$ cat src/rtl/core/erq_pkg.sv
package erq_pkg;

    localparam int NUM_SLOTS = 32;
    localparam int SLOT_W    = 5;

    typedef logic [SLOT_W-1:0] slot_t;
    typedef logic [1:0]        sstate_t;
    typedef logic [1:0]        mode_t;

    localparam mode_t MODE_TRIGGER = 2'd0;
    localparam mode_t MODE_CANCEL  = 2'd1;
    localparam mode_t MODE_TAKE    = 2'd2;
    localparam mode_t MODE_FINISH  = 2'd3;

    localparam sstate_t ST_IDLE    = 2'd0;
    localparam sstate_t ST_PENDING = 2'd1;
    localparam sstate_t ST_EXEC    = 2'd2;
    localparam sstate_t ST_RETRIG  = 2'd3;

endpackage

$ cat src/rtl/core/event_ready_queue.sv
// Ready queue for NUM_SLOTS event slots, each idle, pending, executing or
// executing with a retrigger. Pending slots form a FIFO held as a doubly
// linked list in two link RAMs; slot states sit in a third RAM.
//
// Command channel: a word (mode, slot) is taken at a rising edge with start
// high and busy low. Modes: trigger, cancel, take head, finish execution.
// The command's RAM reads are issued at that edge; the next cycle (busy high)
// evaluates the operation and writes the RAMs back. In the cycle after that the result
// word (taken_slot, taken, slot_state, ignored, queue_nonempty) is shown for
// exactly one cycle with done high. The receiver cannot stall.
//
// A new command may be given in the done cycle, but not while the block is
// busy evaluating the last one, because of the read-then-write pass over the
// state and link RAMs.
//
// Reset (rst_n low) empties the queue, clears the running slot and makes all
// slots read as idle through per-slot valid flags; no clearing pass is needed.
module event_ready_queue
    import erq_pkg::*;
(
    input  logic    clk,
    input  logic    rst_n,
    input  logic    start,
    input  mode_t   mode,
    input  slot_t   slot,
    output logic    busy,
    output logic    done,
    output slot_t   taken_slot,
    output logic    taken,
    output sstate_t slot_state,
    output logic    ignored,
    output logic    queue_nonempty
);

    localparam logic [1:0] PH_IDLE = 2'd0;
    localparam logic [1:0] PH_RUN  = 2'd1;
    localparam logic [1:0] PH_DONE = 2'd2;

    logic [1:0] phase_reg, phase_next;

    slot_t head_reg, head_next;
    slot_t tail_reg, tail_next;
    logic  has_reg, has_next;
    slot_t run_slot_reg, run_slot_next;
    logic  run_vld_reg, run_vld_next;
    logic [NUM_SLOTS-1:0] vld_reg, vld_next;

    mode_t op_mode_reg;
    slot_t op_addr_reg;
    logic  op_inrange_reg;
    logic  st_vld_reg;

    slot_t   taken_slot_reg, taken_slot_next;
    logic    taken_reg, taken_next;
    sstate_t slot_state_reg, slot_state_next;
    logic    ignored_reg, ignored_next;
    logic    nonempty_reg;

    logic    accept;
    slot_t   rd_addr;

    logic    st_we, nx_we, pv_we;
    slot_t   nx_waddr, pv_waddr, nx_wdata, pv_wdata;
    sstate_t st_wdata, st_rdata, cur_st;
    slot_t   nx_rdata, pv_rdata;

    assign accept = start && (phase_reg != PH_RUN);
    assign busy   = (phase_reg == PH_RUN);
    assign done   = (phase_reg == PH_DONE);

    always_comb
    begin
        unique case (mode)
            MODE_TAKE:   rd_addr = head_reg;
            MODE_FINISH: rd_addr = run_slot_reg;
            default:     rd_addr = slot;
        endcase
    end

    erq_ram #(.WIDTH(2), .DEPTH(NUM_SLOTS)) u_state_ram (
        .clk   (clk),
        .we    (st_we),
        .waddr (op_addr_reg),
        .wdata (st_wdata),
        .re    (accept),
        .raddr (rd_addr),
        .rdata (st_rdata)
    );

    erq_ram #(.WIDTH(SLOT_W), .DEPTH(NUM_SLOTS)) u_next_ram (
        .clk   (clk),
        .we    (nx_we),
        .waddr (nx_waddr),
        .wdata (nx_wdata),
        .re    (accept),
        .raddr (rd_addr),
        .rdata (nx_rdata)
    );

    erq_ram #(.WIDTH(SLOT_W), .DEPTH(NUM_SLOTS)) u_prev_ram (
        .clk   (clk),
        .we    (pv_we),
        .waddr (pv_waddr),
        .wdata (pv_wdata),
        .re    (accept),
        .raddr (rd_addr),
        .rdata (pv_rdata)
    );

    // never-written entries read as idle
    assign cur_st = st_vld_reg ? st_rdata : ST_IDLE;

    always_comb
    begin
        logic do_append;
        logic do_unlink;
        logic at_head;
        logic at_tail;

        phase_next      = phase_reg;
        head_next       = head_reg;
        tail_next       = tail_reg;
        has_next        = has_reg;
        run_slot_next   = run_slot_reg;
        run_vld_next    = run_vld_reg;
        vld_next        = vld_reg;
        taken_slot_next = '0;
        taken_next      = 1'b0;
        slot_state_next = ST_IDLE;
        ignored_next    = 1'b0;
        st_we           = 1'b0;
        st_wdata        = ST_IDLE;
        nx_we           = 1'b0;
        nx_waddr        = tail_reg;
        nx_wdata        = op_addr_reg;
        pv_we           = 1'b0;
        pv_waddr        = op_addr_reg;
        pv_wdata        = tail_reg;
        do_append       = 1'b0;
        do_unlink       = 1'b0;
        at_head         = (op_addr_reg == head_reg);
        at_tail         = (op_addr_reg == tail_reg);

        unique case (phase_reg)
            PH_RUN:
            begin
                phase_next = PH_DONE;
                unique case (op_mode_reg)
                    MODE_TRIGGER:
                    begin
                        if (!op_inrange_reg)
                        begin
                            ignored_next = 1'b1;
                        end
                        else if (cur_st == ST_IDLE)
                        begin
                            do_append       = 1'b1;
                            st_we           = 1'b1;
                            st_wdata        = ST_PENDING;
                            slot_state_next = ST_PENDING;
                        end
                        else if (cur_st == ST_EXEC)
                        begin
                            st_we           = 1'b1;
                            st_wdata        = ST_RETRIG;
                            slot_state_next = ST_RETRIG;
                        end
                        else
                        begin
                            ignored_next    = 1'b1;
                            slot_state_next = cur_st;
                        end
                    end
                    MODE_CANCEL:
                    begin
                        if (!op_inrange_reg || cur_st == ST_IDLE)
                        begin
                            ignored_next = 1'b1;
                        end
                        else
                        begin
                            do_unlink = (cur_st == ST_PENDING);
                            st_we     = 1'b1;
                            st_wdata  = ST_IDLE;
                        end
                    end
                    MODE_TAKE:
                    begin
                        // the read address was the head
                        if (run_vld_reg || !has_reg)
                        begin
                            ignored_next = 1'b1;
                        end
                        else
                        begin
                            do_unlink       = 1'b1;
                            st_we           = 1'b1;
                            st_wdata        = ST_EXEC;
                            run_slot_next   = op_addr_reg;
                            run_vld_next    = 1'b1;
                            taken_next      = 1'b1;
                            taken_slot_next = op_addr_reg;
                            slot_state_next = ST_EXEC;
                        end
                    end
                    MODE_FINISH:
                    begin
                        if (!run_vld_reg)
                        begin
                            ignored_next = 1'b1;
                        end
                        else
                        begin
                            run_vld_next    = 1'b0;
                            slot_state_next = cur_st;
                            if (cur_st == ST_RETRIG)
                            begin
                                do_append       = 1'b1;
                                st_we           = 1'b1;
                                st_wdata        = ST_PENDING;
                                slot_state_next = ST_PENDING;
                            end
                            else if (cur_st == ST_EXEC)
                            begin
                                st_we           = 1'b1;
                                st_wdata        = ST_IDLE;
                                slot_state_next = ST_IDLE;
                            end
                        end
                    end
                    default:
                    begin
                        ignored_next = 1'b1;
                    end
                endcase

                if (do_append)
                begin
                    pv_we    = 1'b1;
                    pv_waddr = op_addr_reg;
                    pv_wdata = tail_reg;
                    if (has_reg)
                    begin
                        nx_we    = 1'b1;
                        nx_waddr = tail_reg;
                        nx_wdata = op_addr_reg;
                    end
                    else
                    begin
                        head_next = op_addr_reg;
                    end
                    tail_next = op_addr_reg;
                    has_next  = 1'b1;
                end

                if (do_unlink)
                begin
                    priority if (at_head && at_tail)
                    begin
                        has_next = 1'b0;
                    end
                    else if (at_head)
                    begin
                        head_next = nx_rdata;
                    end
                    else if (at_tail)
                    begin
                        tail_next = pv_rdata;
                    end
                    else
                    begin
                        nx_we    = 1'b1;
                        nx_waddr = pv_rdata;
                        nx_wdata = nx_rdata;
                        pv_we    = 1'b1;
                        pv_waddr = nx_rdata;
                        pv_wdata = pv_rdata;
                    end
                end

                if (st_we)
                begin
                    vld_next[op_addr_reg] = 1'b1;
                end
            end
            PH_IDLE, PH_DONE:
            begin
                phase_next = accept ? PH_RUN : PH_IDLE;
            end
            default:
            begin
                phase_next = PH_IDLE;
            end
        endcase
    end

    always_ff @(posedge clk or negedge rst_n)
    begin
        if (!rst_n)
        begin
            phase_reg    <= PH_IDLE;
            head_reg     <= '0;
            tail_reg     <= '0;
            has_reg      <= 1'b0;
            run_slot_reg <= '0;
            run_vld_reg  <= 1'b0;
            vld_reg      <= '0;
        end
        else
        begin
            phase_reg    <= phase_next;
            head_reg     <= head_next;
            tail_reg     <= tail_next;
            has_reg      <= has_next;
            run_slot_reg <= run_slot_next;
            run_vld_reg  <= run_vld_next;
            vld_reg      <= vld_next;
        end
    end

    always_ff @(posedge clk)
    begin
        if (accept)
        begin
            op_mode_reg    <= mode;
            op_addr_reg    <= rd_addr;
            op_inrange_reg <= (int'(slot) < NUM_SLOTS);
            st_vld_reg     <= vld_reg[rd_addr];
        end
        if (phase_reg == PH_RUN)
        begin
            taken_slot_reg <= taken_slot_next;
            taken_reg      <= taken_next;
            slot_state_reg <= slot_state_next;
            ignored_reg    <= ignored_next;
            nonempty_reg   <= has_next;
        end
    end

    assign taken_slot     = taken_slot_reg;
    assign taken          = taken_reg;
    assign slot_state     = slot_state_reg;
    assign ignored        = ignored_reg;
    assign queue_nonempty = nonempty_reg;

    a_accept_runs: assert property (@(posedge clk) disable iff (!rst_n)
        (start && !busy) |=> busy)
        else $error("accepted word did not start evaluation");

    a_run_then_done: assert property (@(posedge clk) disable iff (!rst_n)
        busy |=> (done && !busy))
        else $error("evaluation not followed by a single result cycle");

    a_taken_exec: assert property (@(posedge clk) disable iff (!rst_n)
        (done && taken) |-> (!ignored && slot_state == ST_EXEC))
        else $error("taken result with wrong state or ignored flag");

    a_run_from_take: assert property (@(posedge clk) disable iff (!rst_n)
        $rose(run_vld_reg) |-> (done && taken && taken_slot == run_slot_reg))
        else $error("running slot set without a take");

    a_empty_no_take: assert property (@(posedge clk) disable iff (!rst_n)
        (busy && op_mode_reg == MODE_TAKE && (!has_reg || run_vld_reg)) |=> !taken)
        else $error("take delivered from empty queue or while running");

endmodule

$ cat src/rtl/core/erq_ram.sv
module erq_ram #(
    parameter int WIDTH = 8,
    parameter int DEPTH = 32
) (
    input  logic                     clk,
    input  logic                     we,
    input  logic [$clog2(DEPTH)-1:0] waddr,
    input  logic [WIDTH-1:0]         wdata,
    input  logic                     re,
    input  logic [$clog2(DEPTH)-1:0] raddr,
    output logic [WIDTH-1:0]         rdata
);

    logic [WIDTH-1:0] mem [DEPTH];

    always_ff @(posedge clk)
    begin
        if (we)
        begin
            mem[waddr] <= wdata;
        end
        if (re)
        begin
            rdata <= mem[raddr];
        end
    end

endmodule

$ cat config.mk
export PLATFORM = sky130hd
export DESIGN_NAME = event_ready_queue
export DESIGN_NICKNAME = d
export VERILOG_FILES = /design/src/rtl/core/erq_pkg.sv /design/src/rtl/core/event_ready_queue.sv /design/src/rtl/core/erq_ram.sv
export SDC_FILE = /design/constraint.sdc
export NUM_CORES = 1
export LEC_CHECK = 0
export BUFFER_PORTS_ARGS = -buffer_cell sky130_fd_sc_hd__buf_2
export CORE_ASPECT_RATIO = 1.1
export CORE_MARGIN = 1
export CORE_UTILIZATION = 30
export CTS_CLUSTER_DIAMETER = 120
export DETAILED_ROUTE_END_ITERATION = 8
export SETUP_SLACK_MARGIN = 0.2
export SLEW_MARGIN = 25
export SYNTH_ARGS = -nofsm -noshare
export SYNTH_HDL_FRONTEND = slang
export SYNTH_SLANG_ARGS = --single-unit
$ cat constraint.sdc
create_clock -name clk -period 4.68 [get_ports clk]
set_input_delay 1.17 -clock clk [delete_from_list [all_inputs] [get_ports clk]]
set_output_delay 1.17 -clock clk [all_outputs]
set_load 0.01 [all_outputs]
==> results.md, run 1 <==
- GR peak layer: met2
- Post-Syn Instances: 1522
- Clock slew at reported path FFs: 0.06 ns
- Max-Cap Viols: 0
- Final worst path period share: 77.0%
- Vias in the first global route: 12635
- Async set or reset register ratio after synthesis: 11.0%
- CTS Buf Count: 49
- IO Count: 22
- Die Ht: 274 um
- Post-Syn Area: 20100 sq um
- Max_slew headroom: 38.4%
- Root buffer cell: clkbuf_16
- Kind of start point of the critical path: flip-flop
- Synth Register Bits: 465
- Fin Hold WS: 0.465 ns
- R2r endpoint: u_prev_ram.mem[25][1]$_DFFE_PP_
- Largest net degree at the start of global routing: 104
- Type of the tightest min-delay check: flip-flop to flip-flop
- Final total power: 0.0112 W
- Post-CTS setup buffers: 0
- Nets: 1550
- CP max stage delay: 0.50 ns
- GRT overflow: 0
- Reg2reg start: op_mode_reg[0]$_DFFE_PP_
- Die W: 249 um
- CP cell instances: inv_1, ha_1, nand3b_1, a21boi_2, o211ai_1, or2_2, buf_4, o31a_1, nor2_1
- Critical Path AT: 3.85 ns
- Clk_skew: 0.0311 ns
- Worst-Margin Slew: 0.917 ns
- Fill count: 6293
- First-pass GRT wire length: 80800 um
- Post-synth EDFFs: 414
- Rows: 99
- Leak: 7.77 nW
- CP max FO: 22
- Grt met1 use: 20.9%
- Hold Vio Cnt, Final: 0
- CTS tree: yes
- Die area: 68100 sq um
- Worst hold path depth: 1
- YS warnings: 0
- Fmax: 0.278 GHz
- DRT Pass-1 Iters: 7
- Sequential share of the synthesized area: 68.1%
- Routed Antenna Nets: 0
- Netlist cell types: 63
- Crit path capture type: flip-flop
- Crit path time final: 3.60 ns
- Pwr/cell area: 487 nW/um^2
- Worst ir drop on vdd: 277 uV
- DR WL/cell: 22.0 um
- Ant diodes: 0
- H-tree Lvls: 2
- Drt total wl: 53400 um
- Setup_tns: 0 ns
- Largest regs: u_next_ram.mem x160, u_prev_ram.mem x160, u_state_ram.mem x64
- Starting density of the core: 30.4%
- Family with the most delay on the worst path: simple AND/OR/NAND/NOR gates
- RSZ-0062 raised after global routing: no
- Syn nets: 1538
- Worst Setup Path Type: flip-flop to flip-flop
- Share of cells above drive strength 1: 13.4%
- Skew-Pair Late Insertion Delay: 0.61 ns
- WP buf/inv: 2
- Final RePlAce weighted congestion: 0.901
- Synth Flop Type: edfxtp_1
- Global-route usage over all layers: 15.4%
- Multi-input gate area: 5890 sq um
- Initial antenna violation count: 0
- Area Overhead vs Synth: 14.2%
- DRC Markers: 0
- Hold Crit Start: phase_reg[0]$_DFF_PN0_
- GR Util met3: 2.21%
- Vias per cell: 5.42
- Hold path endpoint: phase_reg[0]$_DFF_PN0_
- Reg2Reg Setup Slack: 1.08 ns
- Post-cts gate resize count: 0
- Depth of the worst register-to-register path: 9
- WP data required: 4.92 ns
- Synthesized area per cell: 13.2 sq um
- Starting DRC count in detailed routing: 1522
- Outcome: finished clean
- DR vias: 13171
- Clock sinks: 465
- Post-DP HPWL: 34900 um
- Crit-path slowest cell: or2_2
- Core box area: 66300 sq um
- Sequential Area: 13700 sq um
- CTS Hold Buffers Added: 0
- GR Layer Usage met2: 25.3%
- Clock tree buffer depth: 3
- Count of pins over their slew limit: 0
- Port Buf Inserts: 21
- # setup viols final: 0
[layout by cell type (no fill, tap or decap), types with 17 or more instances in the layout]
| master | synthesis | layout |
|---|---|---|
| and2_1 | 57 | 57 |
| a22o_1 | 24 | 24 |
| nor2_1 | 138 | 137 |
| nand3_1 | 68 | 68 |
| dfrtp_1 | 51 | 51 |
| inv_1 | 17 | 17 |
| o21ai_0 | 45 | 39 |
| mux2i_1 | 44 | 44 |
| nor4b_1 | 19 | 19 |
| mux4_2 | 21 | 21 |
| nand2_1 | 167 | 166 |
| clkbuf_16 | 0 | 49 |
| a221oi_1 | 54 | 54 |
| buf_2 | 36 | 21 |
| a21oi_1 | 78 | 78 |
| edfxtp_1 | 414 | 414 |
| or2_2 | 21 | 21 |
| buf_4 | 7 | 44 |
| a22oi_1 | 22 | 22 |
[routing by layer]
layer  wire length [um]  part of all wire [%]
met1              22800                    43
met2              25600                    48
met3               3560                   6.7
met4               1510                   2.8
met5                  0                     0
[cell families after synthesis]
family                   count (synthesis)  synth area share [%]
buffers and inverters                  130                  2.89
multiplexers                            73                  5.01
AND/OR/NAND/NOR                        516                  12.1
adder cells (fa/ha/maj)                  6                 0.373
AO/OA/AOI/OAI                          322                  11.1
XOR/XNOR                                10                 0.435
flip-flops                             465                  68.1
[power by group]
group | internal (W) | switching, W | leakage (nW)
clock network | 0.00246 | 0.00164 | 0.822
logic | 0.000647 | 0.00133 | 2.53
registers | 0.00490 | 0.000222 | 4.41
[final cells by class]
cell class	count	share of cell area, %
inverters	21	0.348
multi-input cells	927	25.6
well taps	858	4.67
repair buffers	70	2.33
clock inverters	29	1.83
flip-flops and latches	465	59.6
clock buffers	61	5.57
[synthesized netlist by cell type (8+ instances only)]
master | instances | area [sq um]
buf_1 | 10 | 37.5
o211ai_1 | 13 | 97.6
o21bai_1 | 16 | 120
buf_2 | 36 | 180
xnor2_1 | 8 | 70.1
o22ai_1 | 15 | 93.8
nor4b_1 | 19 | 166
nand3_1 | 68 | 340
nand2_1 | 167 | 627
o21ai_0 | 45 | 225
edfxtp_1 | 414 | 12400
clkbuf_1 | 53 | 199
a22o_1 | 24 | 210
dfrtp_1 | 51 | 1280
mux4_2 | 21 | 473
a22oi_1 | 22 | 165
and2_1 | 57 | 357
or2_2 | 21 | 131
mux2i_1 | 44 | 440
a221oi_1 | 54 | 473
a31oi_1 | 15 | 93.8
nor2_1 | 138 | 518
a21oi_1 | 78 | 390
nor3_1 | 18 | 90.1
inv_1 | 17 | 63.8
[worst max-delay path by stage]
stage | slack [ns] | startpoint | cells past startpoint | endpoint
2_1_floorplan | 1.37 | op_mode_reg[0]$_DFFE_PP_ | 8 | u_next_ram.mem[0][0]$_DFFE_PP_
3_3_place_gp | 0.73 | mode[0] | 9 | st_vld_reg$_DFFE_PP_
3_5_place_dp | 0.62 | mode[0] | 9 | st_vld_reg$_DFFE_PP_
4_1_cts | 1.06 | op_mode_reg[0]$_DFFE_PP_ | 9 | u_prev_ram.mem[25][0]$_DFFE_PP_
5_1_grt | 0.84 | op_mode_reg[0]$_DFFE_PP_ | 9 | u_prev_ram.mem[25][1]$_DFFE_PP_
6_report | 1.08 | op_mode_reg[0]$_DFFE_PP_ | 9 | u_prev_ram.mem[25][1]$_DFFE_PP_
[through the flow]
step | cell area (sq um) | worst slack [ns] | cells | utilization, %
after detailed placement | 21300 | 0.621 | 2341 | 32.1
after global placement | 21300 | 0.734 | 2341 | 32.1
after floorplan | 20100 | 1.37 | 1522 | -
after global routing | 23000 | 0.843 | 2431 | 34.7
after CTS | 23000 | 1.06 | 2431 | 34.7
final | 23000 | 1.08 | 2431 | 34.7
(Power assumes the default switching activity.)
==> run 2, diff against run 1 <==
clock period = 3.7 ns   (was 4.68 ns; I/O delays follow)
==> run 2 against run 1 <==
Effect of this change:
- hold slack worse by 0.096 ns
- global-route usage hardly changed
- utilization is 0.10 points higher
- routed wire length is 0.99% lower
- largest power group unchanged
- die area stayed put
- flip-flop and latch count stayed put
- count of clock-buffer cells in the layout is 1 lower
- largest cell class unchanged
- combinational power is 25% higher
==> results.md, run 2 (same netlist as run 1, synthesis figures left out) <==
- CTS tree: yes (unchanged)
- Crit-path slowest cell: or2_2 (unchanged)
- Reg2reg start: op_mode_reg[1]$_DFFE_PP_ (was op_mode_reg[0]$_DFFE_PP_)
- DRT Pass-1 Iters: 5 (was 7)
- Reg2Reg Setup Slack: 0.42 ns (was 1.08 ns)
- Rows: 99 (unchanged)
- Logic gate share of total power: 17.8% (was 17.6%)
- Kind of start point of the critical path: flip-flop (unchanged)
- Ant diodes: 0 (unchanged)
- Clk_skew: 0.0415 ns (was 0.0311 ns)
- Largest regs: u_next_ram.mem x160, u_prev_ram.mem x160, u_state_ram.mem x64 (unchanged)
- Starting DRC count in detailed routing: 1177 (was 1522)
- Sw Share: 28.9% (was 28.5%)
- Skew-Pair Late Insertion Delay: 0.62 ns (was 0.61 ns)
- Commonest cells after routing, fill and taps aside: 414 x edfxtp_1, 166 x nand2_1, 137 x nor2_1 (unchanged)
- Nets: 1573 (was 1550)
- Global-route usage over all layers: 15.4% (about the same)
- Pwr/cell area: 599 nW/um^2 (was 487 nW/um^2)
- Leak: 7.83 nW (was 7.77 nW)
- CTS Hold Buffers Added: 0 (unchanged)
- Final RePlAce weighted congestion: 0.911 (was 0.901)
- CP cell instances: inv_1, ha_1, nand4b_1, a21boi_2, o211ai_1, or2_2, o32a_1, nor2_1 (was inv_1, ha_1, nand3b_1, a21boi_2, o211ai_1, or2_2, buf_4, o31a_1, nor2_1)
- Crit path time final: 3.28 ns (was 3.60 ns)
- Crit path capture type: flip-flop (unchanged)
- Top routing layer in use: met4 (unchanged)
- Fill count: 6311 (was 6293)
- Met3 wire len: 3420 um (was 3560 um)
- Multi-input gate area: 5880 sq um (was 5890 sq um)
- Area Overhead vs Synth: 14.6% (was 14.2%)
- R2r endpoint: u_prev_ram.mem[24][1]$_DFFE_PP_ (was u_prev_ram.mem[25][1]$_DFFE_PP_)
- Final worst path period share: 88.7% (was 77.0%)
- Sw Pwr: 0.00399 W (was 0.00319 W)
- Post-cts gate resize count: 0 (unchanged)
- Met2 wire len: 25300 um (was 25600 um)
- CP max FO: 25 (was 22)
- DR vias: 12966 (was 13171)
- Post-CTS setup buffers: 0 (unchanged)
- Port Buf Inserts: 21 (unchanged)
- DRC Markers: 0 (unchanged)
- Clock slew at reported path FFs: 0.06 ns (about the same)
- RSZ-0062 raised after global routing: no (unchanged)
- First-pass GRT wire length: 80700 um (was 80800 um)
- Commonest non-fill, non-tap cell in the layout: edfxtp_1 (unchanged)
- Initial antenna violation count: 0 (unchanged)
- Worst Setup Path Type: flip-flop to flip-flop (unchanged)
- Clock share of power: 35.2% (was 36.6%)
- Critical Path AT: 3.51 ns (was 3.85 ns)
- Share of cells above drive strength 1: 14.6% (was 13.4%)
- GRT overflow: 0 (unchanged)
- Vias per cell: 5.28 (was 5.42)
- Root buffer cell: clkbuf_16 (unchanged)
- Die area: 68100 sq um (unchanged)
- Clock sinks: 465 (unchanged)
- Fmax: 0.305 GHz (was 0.278 GHz)
- Routed Antenna Nets: 0 (unchanged)
- Worst-Margin Slew: 0.815 ns (was 0.917 ns)
- Sequential Power Share: 47.0% (was 45.8%)
- # setup viols final: 0 (unchanged)
- CTS Buf Count: 49 (unchanged)
- Core box area: 66300 sq um (unchanged)
- Depth of the worst register-to-register path: 8 (was 9)
- Count of pins over their slew limit: 0 (unchanged)
- Die W: 249 um (unchanged)
- Outcome: finished clean (unchanged)
- IO Count: 22 (unchanged)
- Worst ir drop on vdd: 328 uV (was 277 uV)
- Die Ht: 274 um (unchanged)
- Max-Cap Viols: 0 (unchanged)
- Vias in the first global route: 12893 (was 12635)
- CP max stage delay: 0.52 ns (was 0.50 ns)
- Post-DP HPWL: 34500 um (was 34900 um)
- DR WL/cell: 21.5 um (was 22.0 um)
- Clock tree buffer depth: 3 (unchanged)
- Type of the tightest min-delay check: input port to async pin (was flip-flop to flip-flop)
- Int Power: 0.00982 W (was 0.00800 W)
- Starting density of the core: 30.4% (unchanged)
- Max_slew headroom: 45.6% (was 38.4%)
- Fin Hold WS: 0.369 ns (was 0.465 ns)
- Wl on met1: 22100 um (was 22800 um)
- H-tree Lvls: 2 (unchanged)
- Drt total wl: 52900 um (was 53400 um)
- Hold Vio Cnt, Final: 0 (unchanged)
- Sequential Area: 13700 sq um (unchanged)
- WP data required: 3.93 ns (was 4.92 ns)
- Finished Core Util: 34.8% (was 34.7%)
- Largest net degree at the start of global routing: 105 (was 104)
run 2: cell count changes in the layout (fill, tap and decap cells not counted), moves of 3 or more:
cell / previous run / this run
clkinv_1: 9 / 12
clkinv_2: 8 / 12
bufinv_16: 9 / 4
buf_4: 44 / 66
run 2: cell type report:
| type | count | area share [%] |
|---|---|---|
| clock inverters | 32 | 1.38 |
| clock buffers | 60 | 5.54 |
| well taps | 858 | 4.66 |
| repair buffers | 93 | 3.13 |
| inverters | 21 | 0.347 |
| flip-flops and latches | 465 | 59.5 |
| multi-input cells | 927 | 25.5 |
run 2: power groups by stage:
| stage | Clock [W] | Combinational, W | Sequential (W) |
|---|---|---|---|
| 2_1_floorplan | 0 | 0.00165 | 0.00642 |
| 3_3_place_gp | 0 | 0.00241 | 0.00658 |
| 3_5_place_dp | 0 | 0.00246 | 0.00658 |
| 4_1_cts | 0.00495 | 0.00246 | 0.00648 |
| 5_1_grt | 0.00514 | 0.00265 | 0.00651 |
| 6_report | 0.00486 | 0.00246 | 0.00649 |
run 2: worst max-delay path by stage:
stage | startpoint | to | cells past startpoint
final | op_mode_reg[1]$_DFFE_PP_ | u_prev_ram.mem[24][1]$_DFFE_PP_ | 8
after global routing | op_mode_reg[0]$_DFFE_PP_ | u_next_ram.mem[0][0]$_DFFE_PP_ | 9
after CTS | op_mode_reg[0]$_DFFE_PP_ | u_prev_ram.mem[21][4]$_DFFE_PP_ | 8
after detailed placement | mode[0] | u_state_ram.rdata[1]$_DFFE_PP_ | 8
after global placement | mode[0] | u_state_ram.rdata[1]$_DFFE_PP_ | 8
after floorplan | op_mode_reg[0]$_DFFE_PP_ | u_next_ram.mem[0][0]$_DFFE_PP_ | 8
run 2: routing by layer:
metal,global-route usage (%),vias up
met5,0,-
li1,-,5829
met3,2.05,117
met1,20.3,6499
met4,7.09,0
met2,25.4,521
run 2: metrics by stage:
stage	setup WS, ns	power [W]	TNS (ns)	instances	instance area [sq um]
after floorplan	0.386	0.00807	0	1522	20100
after global placement	-0.0859	0.00899	-0.0859	2364	21500
after detailed placement	-0.0835	0.00904	-0.0846	2364	21500
after CTS	0.422	0.0139	0	2456	23100
after global routing	0.229	0.0143	0	2456	23100
final	0.419	0.0138	0	2456	23100
run 2: critical path, delay by kind of cell (launching register included):
kind | cells | cell delay (ns)
compound gates | 3 | 0.94
fa+ha+maj | 1 | 0.22
buf+inv | 1 | 0.15
simple gates | 3 | 1.17
flops | 1 | 0.42
==> run 3, diff against run 2 <==
PLACE_DENSITY_LB_ADDON = 0.3   (was unset)
==> run 3 against run 2 <==
Effect of this change:
- via count decreased by 0.32%
- largest cell class unchanged
- non-clock buffer count increased by 4
- largest power group unchanged
- final area increased by 0.20%
- sequential share of layout area decreased by 0.12 points
==> results.md, run 3 (same netlist as run 1, synthesis figures left out) <==
- Largest net degree at the start of global routing: 68 (was 105)
- Outcome: finished clean (unchanged)
- Final RePlAce weighted congestion: 0.844 (was 0.911)
- Clock slew at reported path FFs: 0.06 ns (about the same)
- Post-DP HPWL: 34900 um (was 34500 um)
- Die Ht: 274 um (unchanged)
- Crit-path slowest cell: a31oi_1 (was or2_2)
- Family with the most delay on the worst path: compound AO/OA/AOI/OAI gates (was simple AND/OR/NAND/NOR gates)
- Sequential Power Share: 47.0% (about the same)
- IO Count: 22 (unchanged)
- Sw Share: 28.8% (was 28.9%)
- Final cell count without fillers: 2462 (was 2456)
- Logic gate share of total power: 18.0% (was 17.8%)
- Commonest cells after routing, fill and taps aside: 414 x edfxtp_1, 166 x nand2_1, 138 x nor2_1 (was 414 x edfxtp_1, 166 x nand2_1, 137 x nor2_1)
- GR Util met3: 2.88% (was 2.05%)
- Worst ir drop on vdd: 277 uV (was 328 uV)
- Commonest non-fill, non-tap cell in the layout: edfxtp_1 (unchanged)
- # setup viols final: 0 (unchanged)
- CTS Buf Count: 50 (was 49)
- Type of the tightest min-delay check: input port to async pin (unchanged)
- Core box area: 66300 sq um (unchanged)
- Starting DRC count in detailed routing: 1284 (was 1177)
- DR WL/cell: 21.8 um (was 21.5 um)
- DR vias: 12924 (was 12966)
- Dpl cells: 2368 (was 2364)
- DRT Pass-1 Iters: 5 (unchanged)
- Clock share of power: 35.0% (was 35.2%)
- Starting density of the core: 30.4% (unchanged)
- Sw Pwr: 0.00396 W (was 0.00399 W)
- Global-route usage over all layers: 15.6% (was 15.4%)
- DRC Markers: 0 (unchanged)
- GR Layer Usage met2: 26.1% (was 25.4%)
- WP buf/inv: 2 (was 1)
- Root buffer cell: clkbuf_16 (unchanged)
- CTS Hold Buffers Added: 0 (unchanged)
- Max-Cap Viols: 0 (unchanged)
- Crit path time final: 3.34 ns (was 3.28 ns)
- Routed Antenna Nets: 0 (unchanged)
- Grt met1 use: 20.5% (was 20.3%)
- Port Buf Inserts: 21 (unchanged)
- CP max FO: 23 (was 25)
- Setup_tns: 0 ns (unchanged)
- Clock sinks: 465 (unchanged)
- Largest regs: u_next_ram.mem x160, u_prev_ram.mem x160, u_state_ram.mem x64 (unchanged)
- Pwr/cell area: 596 nW/um^2 (was 599 nW/um^2)
- Die W: 249 um (unchanged)
- Drt total wl: 53600 um (was 52900 um)
- CP max stage delay: 0.59 ns (was 0.52 ns)
- Post-route setup slack: 0.359 ns (was 0.419 ns)
- Hold Vio Cnt, Final: 0 (unchanged)
- Final worst path period share: 90.3% (was 88.7%)
- Ant diodes: 0 (unchanged)
- Count of pins over their slew limit: 0 (unchanged)
- Post-CTS setup buffers: 0 (unchanged)
- Max_slew headroom: 45.9% (was 45.6%)
- Int Power: 0.00982 W (about the same)
- Clock tree buffer depth: 3 (unchanged)
- H-tree Lvls: 2 (unchanged)
- Crit path capture type: flip-flop (unchanged)
- Clk_skew: 0.0441 ns (was 0.0415 ns)
- Cell Area, Placed: 21500 sq um (about the same)
- First-pass GRT wire length: 81200 um (was 80700 um)
- Leak: 7.86 nW (was 7.83 nW)
- CTS tree: yes (unchanged)
- CP cell instances: inv_1, ha_1, a21boi_2, o211ai_1, or2_2, buf_4, a31oi_1, nor2_1 (was inv_1, ha_1, nand4b_1, a21boi_2, o211ai_1, or2_2, o32a_1, nor2_1)
- Initial antenna violation count: 0 (unchanged)
- Design Area, Final: 23100 sq um (about the same)
- Multi-input gate area: 5870 sq um (was 5880 sq um)
- DP Worst Slack: 0.138 ns (was -0.0835 ns)
- Vias per cell: 5.25 (was 5.28)
- Fin Hold WS: 0.239 ns (was 0.369 ns)
- Die area: 68100 sq um (unchanged)
- Area Overhead vs Synth: 14.8% (was 14.6%)
- Post-cts gate resize count: 0 (unchanged)
- Nets: 1578 (was 1573)
- Worst Setup Path Type: flip-flop to flip-flop (unchanged)
- Kind of start point of the critical path: flip-flop (unchanged)
- Worst-Margin Slew: 0.803 ns (was 0.815 ns)
- GRT overflow: 0 (unchanged)
- Sequential Area: 13700 sq um (unchanged)
- Share of cells above drive strength 1: 14.7% (was 14.6%)
- RSZ-0062 raised after global routing: no (unchanged)
- Fmax: 0.299 GHz (was 0.305 GHz)
- WP data required: 3.98 ns (was 3.93 ns)
- Rows: 99 (unchanged)
- Critical Path AT: 3.62 ns (was 3.51 ns)
- Skew-Pair Late Insertion Delay: 0.62 ns (about the same)
- GR peak layer: met2 (unchanged)
- Vias in the first global route: 12967 (was 12893)
- Fill count: 6366 (was 6311)
[run 3: cell count changes in the layout (fill, tap and decap cells not counted), moves of 2 or more]
cell       change
clkbuf_16      +2
clkinv_2       +2
buf_12         +3
clkinv_1       +4
[run 3: routing by layer]
layer / vias up / part of all wire (%)
li1: 5854 / -
met1: 6606 / 44
met2: 385 / 49
met3: 79 / 5.6
met4: 0 / 2.2
met5: - / 0
[run 3: final cells by class]
| cell class | instances | share of cell area, % |
|---|---|---|
| Tap cell | 858 | 4.65 |
| Clock buffer | 61 | 5.73 |
| Clock inverter | 33 | 1.09 |
| Sequential cell | 465 | 59.3 |
| Multi-Input combinational cell | 927 | 25.4 |
| Inverter | 21 | 0.352 |
| Timing Repair Buffer | 97 | 3.41 |
[run 3: per-stage QoR]
step / power (W) / util, %
after global placement: 0.00904 / 32.5
after global routing: 0.0143 / 34.9
after detailed placement: 0.00907 / 32.5
final: 0.0138 / 34.9
after floorplan: 0.00807 / -
after CTS: 0.0139 / 34.9
[run 3: path summary, 6_finish.rpt]
path,from,endpoint,slack [ns],cells after the start
worst max-delay path,op_mode_reg[0]$_DFFE_PP_,u_next_ram.mem[3][1]$_DFFE_PP_,0.36,8
worst min-delay path,rst_n,vld_reg[24]$_DFFE_PN0P_,0.24,1
worst max register to register,op_mode_reg[0]$_DFFE_PP_,u_next_ram.mem[3][1]$_DFFE_PP_,0.36,8
worst min register to register,phase_reg[0]$_DFF_PN0_,phase_reg[0]$_DFF_PN0_,0.45,1
max in group asynchronous,rst_n,phase_reg[0]$_DFF_PN0_,2.77,2
min in group clk,phase_reg[0]$_DFF_PN0_,phase_reg[0]$_DFF_PN0_,0.45,1
[run 3: power groups by stage]
stage,clock network (W),logic [W],registers [W]
finish,0.00482,0.00249,0.00647
global route,0.00511,0.00270,0.00650
CTS,0.00491,0.00251,0.00647
detailed placement,0,0.00250,0.00657
global placement,0,0.00247,0.00657
floorplan,0,0.00165,0.00642
